$ cat src/hdl/line_segment_rect_clip_assert.svh
// Assertion macros shared by the clipping block.
`ifndef LINE_SEGMENT_RECT_CLIP_ASSERT_SVH
`define LINE_SEGMENT_RECT_CLIP_ASSERT_SVH
`ifndef SYNTHESIS
// Antecedent implies consequent in the same cycle.
`define LSRC_ASSERT_IMP(label, clk, rst, ante, cons) \
   label: assert property (@(posedge clk) disable iff (rst) (ante) |-> (cons)) \
      else $error("assertion failed");
// Antecedent implies consequent after a delay given by dly.
`define LSRC_ASSERT_DLY(label, clk, rst, ante, dly, cons) \
   label: assert property (@(posedge clk) disable iff (rst) (ante) |-> ##(dly) (cons)) \
      else $error("assertion failed");
`else
`define LSRC_ASSERT_IMP(label, clk, rst, ante, cons)
`define LSRC_ASSERT_DLY(label, clk, rst, ante, dly, cons)
`endif
`endif

$ cat src/hdl/lsrc_pkg.sv
// Package with widths, types and codes of the segment clipping block.
`timescale 1ns / 1ps
package lsrc_pkg;
   localparam int COORD_BITS = 13;
   localparam int FRAC_BITS = 16;
   localparam int PARAM_BITS = FRAC_BITS + 1;
   localparam int MAG_BITS = COORD_BITS;
   localparam int REM_BITS = MAG_BITS + 1;
   localparam int LANES = 4;
   localparam int STEPS_PER_STAGE = 3;
   localparam int DIV_STAGES = (PARAM_BITS + STEPS_PER_STAGE - 1) / STEPS_PER_STAGE;
   localparam int PIPE_LATENCY = DIV_STAGES + 3;
   localparam int CSR_IDX_BITS = 2;

   localparam logic [PARAM_BITS-1:0] ONE_Q = {1'b1, {FRAC_BITS{1'b0}}};
   localparam logic [PARAM_BITS-1:0] SAT_Q = {1'b1, {(FRAC_BITS-1){1'b0}}, 1'b1};

   localparam logic [CSR_IDX_BITS-1:0] CSR_LEFT = 2'd0;
   localparam logic [CSR_IDX_BITS-1:0] CSR_RIGHT = 2'd1;
   localparam logic [CSR_IDX_BITS-1:0] CSR_BOTTOM = 2'd2;
   localparam logic [CSR_IDX_BITS-1:0] CSR_TOP = 2'd3;

   typedef enum logic [1:0] {
      KIND_NONE,
      KIND_ENTER,
      KIND_EXIT
   } lane_kind_type;

   typedef struct packed {
      lane_kind_type kind;
      logic sat;
      logic [REM_BITS-1:0] rem;
      logic [MAG_BITS-1:0] den;
      logic [PARAM_BITS-1:0] quo;
   } lane_type;
endpackage

$ cat src/hdl/line_segment_rect_clip.sv
// Liang-Barsky clipping of one segment against a window, fully pipelined.
// After start, an item passes the setup, divider, combine and output registers in turn.
// Throughput: one item per cycle; busy is always low since the pipeline never stalls.
// The depth is set by the four restoring dividers, up to three quotient bits per stage.
// Synchronous reset clears the valid bits and sets all window edges to zero.
// Results cannot be held off by the receiver: rsp_strobe lasts exactly one cycle.
`timescale 1ns / 1ps
`include "line_segment_rect_clip_assert.svh"
module line_segment_rect_clip
   import lsrc_pkg::*;
(
   input  logic                         clock,
   input  logic                         reset,
   input  logic                         start,
   output logic                         busy,
   input  logic signed [COORD_BITS-1:0] req_start_x,
   input  logic signed [COORD_BITS-1:0] req_start_y,
   input  logic signed [COORD_BITS-1:0] req_end_x,
   input  logic signed [COORD_BITS-1:0] req_end_y,
   output logic                         rsp_strobe,
   output logic                         rsp_outside,
   output logic [PARAM_BITS-1:0]        rsp_enter_param,
   output logic [PARAM_BITS-1:0]        rsp_leave_param,
   input  logic                         csr_write_enable,
   input  logic [CSR_IDX_BITS-1:0]      csr_index,
   input  logic [COORD_BITS-1:0]        csr_write_data
);

   // Window registers. The user must change them only while no item is in flight; not enforced here.
   logic signed [COORD_BITS-1:0] left_ff, right_ff, bottom_ff, top_ff;

   always_ff @(posedge clock) begin
      if (reset) begin
         left_ff <= '0;
         right_ff <= '0;
         bottom_ff <= '0;
         top_ff <= '0;
      end else if (csr_write_enable) begin
         unique case (csr_index)
            CSR_LEFT: left_ff <= csr_write_data;
            CSR_RIGHT: right_ff <= csr_write_data;
            CSR_BOTTOM: bottom_ff <= csr_write_data;
            CSR_TOP: top_ff <= csr_write_data;
            default: ;
         endcase
      end
   end

   // The pipeline always moves, so a new item is taken in every cycle.
   assign busy = 1'b0;

   // Setup stage: terms p and q for the four sides of the window, then each side is
   // sorted as entry candidate, exit candidate, nothing or outside. The
   // quotient only matters up to 1.0; a numerator above the denominator
   // saturates the quotient just above 1.0, which gives the same compares.
   logic signed [COORD_BITS:0] dx, dy;
   logic signed [COORD_BITS:0] p_term [LANES];
   logic signed [COORD_BITS:0] q_term [LANES];
   lane_type lane_in [DIV_STAGES+1][LANES];
   lane_type lane_ff [DIV_STAGES+1][LANES];
   logic valid_in [DIV_STAGES+1];
   logic valid_ff [DIV_STAGES+1];
   logic flag_in [DIV_STAGES+1];
   logic flag_ff [DIV_STAGES+1];

   always_comb begin
      logic [COORD_BITS:0] pmag, qmag;
      logic [REM_BITS-1:0] rem;
      logic [PARAM_BITS-1:0] quo;
      dx = {req_end_x[COORD_BITS-1], req_end_x} - {req_start_x[COORD_BITS-1], req_start_x};
      dy = {req_end_y[COORD_BITS-1], req_end_y} - {req_start_y[COORD_BITS-1], req_start_y};
      p_term[0] = -dx;
      p_term[1] = dx;
      p_term[2] = -dy;
      p_term[3] = dy;
      q_term[0] = {req_start_x[COORD_BITS-1], req_start_x} - {left_ff[COORD_BITS-1], left_ff};
      q_term[1] = {right_ff[COORD_BITS-1], right_ff} - {req_start_x[COORD_BITS-1], req_start_x};
      q_term[2] = {req_start_y[COORD_BITS-1], req_start_y}
                  - {bottom_ff[COORD_BITS-1], bottom_ff};
      q_term[3] = {top_ff[COORD_BITS-1], top_ff} - {req_start_y[COORD_BITS-1], req_start_y};

      valid_in[0] = start;
      flag_in[0] = 1'b0;
      for (int k = 0; k < LANES; k++) begin
         pmag = p_term[k][COORD_BITS] ? -p_term[k] : p_term[k];
         qmag = q_term[k][COORD_BITS] ? -q_term[k] : q_term[k];
         lane_in[0][k].kind = KIND_NONE;
         lane_in[0][k].den = pmag[MAG_BITS-1:0];
         lane_in[0][k].rem = {1'b0, qmag[MAG_BITS-1:0]};
         lane_in[0][k].quo = '0;
         lane_in[0][k].sat = qmag[MAG_BITS-1:0] > pmag[MAG_BITS-1:0];
         if (p_term[k][COORD_BITS]) begin
            if (q_term[k][COORD_BITS] || (q_term[k] == '0)) begin
               lane_in[0][k].kind = KIND_ENTER;
            end
         end else if (p_term[k] != '0) begin
            if (q_term[k][COORD_BITS]) begin
               flag_in[0] = 1'b1;
            end else begin
               lane_in[0][k].kind = KIND_EXIT;
            end
         end else if (q_term[k][COORD_BITS]) begin
            flag_in[0] = 1'b1;
         end
      end

      // Divider stages: restoring division, up to three quotient bits per stage.
      for (int s = 0; s < DIV_STAGES; s++) begin
         valid_in[s+1] = valid_ff[s];
         flag_in[s+1] = flag_ff[s];
         for (int k = 0; k < LANES; k++) begin
            lane_in[s+1][k] = lane_ff[s][k];
            rem = lane_ff[s][k].rem;
            quo = lane_ff[s][k].quo;
            for (int j = 0; j < STEPS_PER_STAGE; j++) begin
               if (s * STEPS_PER_STAGE + j < PARAM_BITS) begin
                  if (rem >= {1'b0, lane_ff[s][k].den}) begin
                     rem = rem - {1'b0, lane_ff[s][k].den};
                     quo = {quo[PARAM_BITS-2:0], 1'b1};
                  end else begin
                     quo = {quo[PARAM_BITS-2:0], 1'b0};
                  end
                  rem = {rem[REM_BITS-2:0], 1'b0};
               end
            end
            lane_in[s+1][k].rem = rem;
            lane_in[s+1][k].quo = quo;
         end
      end
   end

   always_ff @(posedge clock) begin
      for (int s = 0; s <= DIV_STAGES; s++) begin
         lane_ff[s] <= lane_in[s];
         flag_ff[s] <= flag_in[s];
         if (reset) begin
            valid_ff[s] <= 1'b0;
         end else begin
            valid_ff[s] <= valid_in[s];
         end
      end
   end

   // Combine stage: largest entry quotient and smallest exit quotient.
   logic [PARAM_BITS-1:0] u1_in, u2_in, u1_ff, u2_ff;
   logic [PARAM_BITS-1:0] cand [LANES];
   logic comb_valid_ff, comb_flag_ff;

   always_comb begin
      u1_in = '0;
      u2_in = ONE_Q;
      for (int k = 0; k < LANES; k++) begin
         cand[k] = lane_ff[DIV_STAGES][k].sat ? SAT_Q : lane_ff[DIV_STAGES][k].quo;
         if ((lane_ff[DIV_STAGES][k].kind == KIND_ENTER) && (cand[k] > u1_in)) begin
            u1_in = cand[k];
         end
         if ((lane_ff[DIV_STAGES][k].kind == KIND_EXIT) && (cand[k] < u2_in)) begin
            u2_in = cand[k];
         end
      end
   end

   always_ff @(posedge clock) begin
      u1_ff <= u1_in;
      u2_ff <= u2_in;
      comb_flag_ff <= flag_ff[DIV_STAGES];
      if (reset) begin
         comb_valid_ff <= 1'b0;
      end else begin
         comb_valid_ff <= valid_ff[DIV_STAGES];
      end
   end

   // Output stage: final outside test; an outside segment reads 0 and 1.0.
   logic outside_in;
   logic rsp_strobe_ff, rsp_outside_ff;
   logic [PARAM_BITS-1:0] rsp_enter_ff, rsp_leave_ff;

   assign outside_in = comb_flag_ff || (u1_ff > u2_ff);

   always_ff @(posedge clock) begin
      rsp_outside_ff <= outside_in;
      rsp_enter_ff <= outside_in ? '0 : u1_ff;
      rsp_leave_ff <= outside_in ? ONE_Q : u2_ff;
      if (reset) begin
         rsp_strobe_ff <= 1'b0;
      end else begin
         rsp_strobe_ff <= comb_valid_ff;
      end
   end

   assign rsp_strobe = rsp_strobe_ff;
   assign rsp_outside = rsp_outside_ff;
   assign rsp_enter_param = rsp_enter_ff;
   assign rsp_leave_param = rsp_leave_ff;

   // Every accepted item comes out as a result strobe once it has passed the pipeline registers.
   `LSRC_ASSERT_DLY(a_latency, clock, reset, start, PIPE_LATENCY, rsp_strobe)
   // An outside result carries the normalized parameters.
   `LSRC_ASSERT_IMP(a_outside_norm, clock, reset, rsp_strobe && rsp_outside,
      (rsp_enter_param == '0) && (rsp_leave_param == ONE_Q))
   // An inside result has an ordered parameter pair within one.
   `LSRC_ASSERT_IMP(a_inside_order, clock, reset, rsp_strobe && !rsp_outside,
      (rsp_enter_param <= rsp_leave_param) && (rsp_leave_param <= ONE_Q))
endmodule
$ cat config.mk
export PLATFORM = sky130hd
export DESIGN_NAME = line_segment_rect_clip
export DESIGN_NICKNAME = d
export VERILOG_FILES = /design/src/hdl/lsrc_pkg.sv /design/src/hdl/line_segment_rect_clip.sv
export VERILOG_INCLUDE_DIRS = /design/src /design/src/hdl
export SDC_FILE = /design/constraint.sdc
export NUM_CORES = 2
export LEC_CHECK = 0
export BUFFER_PORTS_ARGS = -buffer_cell sky130_fd_sc_hd__buf_4
export CAP_MARGIN = 20
export CORE_ASPECT_RATIO = 0.6
export CORE_MARGIN = 4
export CORE_UTILIZATION = 57
export DETAILED_ROUTE_END_ITERATION = 6
export PLACE_DENSITY = 0.75
export RECOVER_POWER = 50
export SKIP_LAST_GASP = 1
export SYNTH_ARGS = -nofsm -noshare
export SYNTH_HDL_FRONTEND = slang
export SYNTH_SLANG_ARGS = --single-unit
$ cat constraint.sdc
create_clock -name clock -period 18.3 [get_ports clock]
set_clock_uncertainty 0.15 [all_clocks]
set_input_delay 0.915 -clock clock [delete_from_list [all_inputs] [get_ports clock]]
set_output_delay 0.915 -clock clock [all_outputs]
set_load 0.005 [all_outputs]
==> summary.md <==
| Metric | Value |
|---|---|
| Register bit total from synthesis | `1082` |
| Core area | `138000 um^2` |
| Initial antenna violation count | `14` |
| Post-synth EDFFs | `0` |
| Ys Warns | `0` |
| GRT Total Usage | `28.1%` |
| Most frequent cells in the layout | `ha_1, dfxtp_1, inv_1` |
| RSZ-0062 raised after global routing | `no` |
| Worst Max-Slew Pin Slew | `2650 ps` |
| CTS resizes | `0` |
| Critical path peak fanout | `23` |
| Crit-path most repeated cell | `a21oi_1` |
| Fraction of registers with async set/reset | `0%` |
| Max-cap violations | `1` |
| Initial core utilization | `57.8%` |
| Clk sinks | `1082` |
| Final wirelength | `215000 um` |
| Synth area leader | `dfxtp_1` |
| CP Capture Type | `register` |
| Post-synthesis compound-gate area fraction | `20.1%` |
| # DRC | `0` |
| ANT nets after route | `0` |
| Root Driver | `clkbuf_16` |
| CTS tree | `built` |
| Hold Vio Cnt, Final | `0` |
| Post-synth top flop | `dfxtp_1` |
| Final setup viols | `0` |
| Row cnt | `105` |
| CP Class | `register to register` |
| Bufs on Longest Clock Path | `3` |
| Die footprint | `146000 um^2` |
| Cells on worst reg2reg path | `30` |
| Largest family of logic cells by synthesized area | `compound AO/OA/AOI/OAI gates` |
| Min Tclk post-route | `around 10000 ps` |
| Nets | `between 10000 and 15000` |
| # hold bufs at CTS | `0` |
| Fillers | `11600` |
| Initial DRC count | `6328` |
| H-tree depth reported by CTS | `3` |
| Post-synthesis area per instance | `around 8.6 um^2` |
| Setup Fix Bufs, Post-CTS | `0` |
| Hold_ws | `167 ps` |
| Worst endpoint required time | `between 15000 and 20000 ps` |
| Area contributors post-synth | `dfxtp_1, ha_1, mux2_2` |
| Clock latency on the worst-skew pair | `730 ps` |
| Critical Path Slowest Stage Cell | `dfxtp_1` |
| Die width | `490 um` |
| Fraction of the mapped netlist area in adder cells | `18.0%` |
| Vias in the first global route | `about 62000` |
| Hold Crit Class | `register to register` |
| Worst EP arrival | `10390 ps` |
| Largest net degree at the start of global routing | `62` |
| Fin crit share | `54.3%` |
| Syn nets | `10500` |
| Rel. slew slack | `-76.4%` |
| First-pass GRT wire length | `between 300000 and 400000 um` |
| DP HPWL | `176000 um` |
| Layout area overhead | `7.88%` |
| Register area share after synthesis | `between 20 and 30%` |
| I/O Buffers | `106` |
| Netlist cell types | `106` |
| Synth Area in XOR/XNOR | `between 8 and 9%` |
| Most common library cell in the layout ignoring fill and taps | `ha_1` |
| IO Pins | `108` |
| Status | `finished, violations left` |
| Num CTS Buffers | `101` |
| Global placement routability congestion | `0.972` |
| Failing checks | `capacitance limit, slew limit` |
| Synth top area share | `27.2%` |
| DRT Pass-1 Iters | `6` |
| Synthesized area | `79600 um^2` |
| Hold depth | `0` |
| Die height | `around 300 um` |
| CP Launch Type | `register` |
| Drt via density | `5.99` |
| Average wire per standard cell | `between 15 and 20 um` |
| Synthesized-area fraction occupied by and/or/nand/nor cells | `14.4%` |
| CP peak stage delay | `820 ps` |
| Multiplexer share of the synthesized area | `7.40%` |
| Syn Inst Count | `9261` |
| Pins over their slew limit | `62` |
| Vias | `a little under 70000` |
| Fmax | `0.101 GHz` |
| Setup TNS | `0 ps` |
| Total grt overflow | `0` |
| Clock-pin slew on the worst setup and hold paths | `60 ps` |
| Share of layout cells above drive strength 1 | `9.85%` |
[metrics by stage]
stage | cells | setup WS (ps) | area (um^2) | util (%)
after CTS | 11300 | 8530 | 85900 | 62.4
after global placement | 11100 | 8870 | 82400 | 59.9
after global routing | 11300 | 7510 | 85900 | 62.4
final | 11300 | 8360 | 85900 | 62.4
after floorplan | 9261 | 9690 | 79600 | -
after detailed placement | 11100 | 8560 | 82400 | 59.9
[flip-flops by register name, indices dropped and copies added, names as in the netlist]
name	cells
u2_ff	17
u1_ff	17
comb_valid_ff	1
lane_ff	944
bottom_ff	13
comb_flag_ff	1
rsp_leave_param	17
rsp_enter_param	17
flag_ff	7
left_ff	13
right_ff	13
valid_ff	7
rsp_strobe	1
rsp_outside	1
top_ff	13
[cells in the mapped netlist, drive strengths merged (22+ instances only)]
| master | n |
|---|---|
| xnor2 | 513 |
| nor3 | 200 |
| a21oi | 721 |
| dfxtp | 1082 |
| fa | 34 |
| or3 | 55 |
| inv | 746 |
| mux2i | 98 |
| and2 | 57 |
| o21bai | 83 |
| o211ai | 37 |
| o31a | 33 |
| o221ai | 25 |
| or2 | 67 |
| o21a | 148 |
| buf | 49 |
| o41ai | 26 |
| o31ai | 53 |
| xor2 | 251 |
| nor2b | 145 |
| a31oi | 82 |
| a21o | 334 |
| and3 | 60 |
| nand2 | 601 |
| a211oi | 76 |
| a31o | 29 |
| o21ai | 482 |
| ha | 1092 |
| nand2b | 161 |
| a211o | 35 |
| nand3 | 115 |
| a21boi | 87 |
| mux2 | 436 |
| nor2 | 696 |
| clkbuf | 120 |
| a221o | 29 |
| nand3b | 22 |
| nand4 | 100 |
[worst max-delay path: cells and delay by family (launching register included)]
kind	cells	cell delay (ps)
AND/OR/NAND/NOR	5	1760
flip-flops	1	820
adder cells (fa/ha/maj)	3	1340
multiplexers	1	270
buffers and inverters	3	850
AO/OA/AOI/OAI	18	4600
[cell families after synthesis]
family | count (synthesis)
flip-flops | 1082
XOR/XNOR | 764
buffers and inverters | 920
multiplexers | 534
adder cells (fa/ha/maj) | 1126
AND/OR/NAND/NOR | 2374
other | 1
AO/OA/AOI/OAI | 2460
[metal layers]
layer / vias to the layer above / global-route usage (%) / part of all wire, %
met2: 2636 / 37.3 / 37
met3: 236 / 5.76 / 9.7
met1: 31400 / 45.6 / 51
met4: 2 / 5.08 / 1.6
li1: 33200 / - / -
met5: - / 0 / 0.0060
[worst paths after layout]
| check | startpoint | endpoint | slack (ps) |
|---|---|---|---|
| setup / recovery | lane_ff[3][158]$_DFF_P_ | lane_ff[4][136]$_DFF_P_ | 8360 |
| hold / removal | lane_ff[3][55]$_DFF_P_ | lane_ff[4][58]$_DFF_P_ | 170 |
| setup reg to reg | lane_ff[3][158]$_DFF_P_ | lane_ff[4][136]$_DFF_P_ | 8360 |
| hold reg to reg | lane_ff[3][55]$_DFF_P_ | lane_ff[4][58]$_DFF_P_ | 170 |
[cell type report]
cell class,instances,area [um^2],share of cell area [%]
multi-input combinational,7259,54500,63.5
clock inverter,65,662,0.771
antenna,3,7.51,0.00874
timing repair buffer,155,1150,1.34
sequential,1082,21700,25.2
tap,1819,2280,2.65
inverter,751,2820,3.28
clock buffer,124,2770,3.22
Power is left out: the tool's default activity adds up to more than one toggle a clock period on the data nets, which glitch-free logic cannot reach.
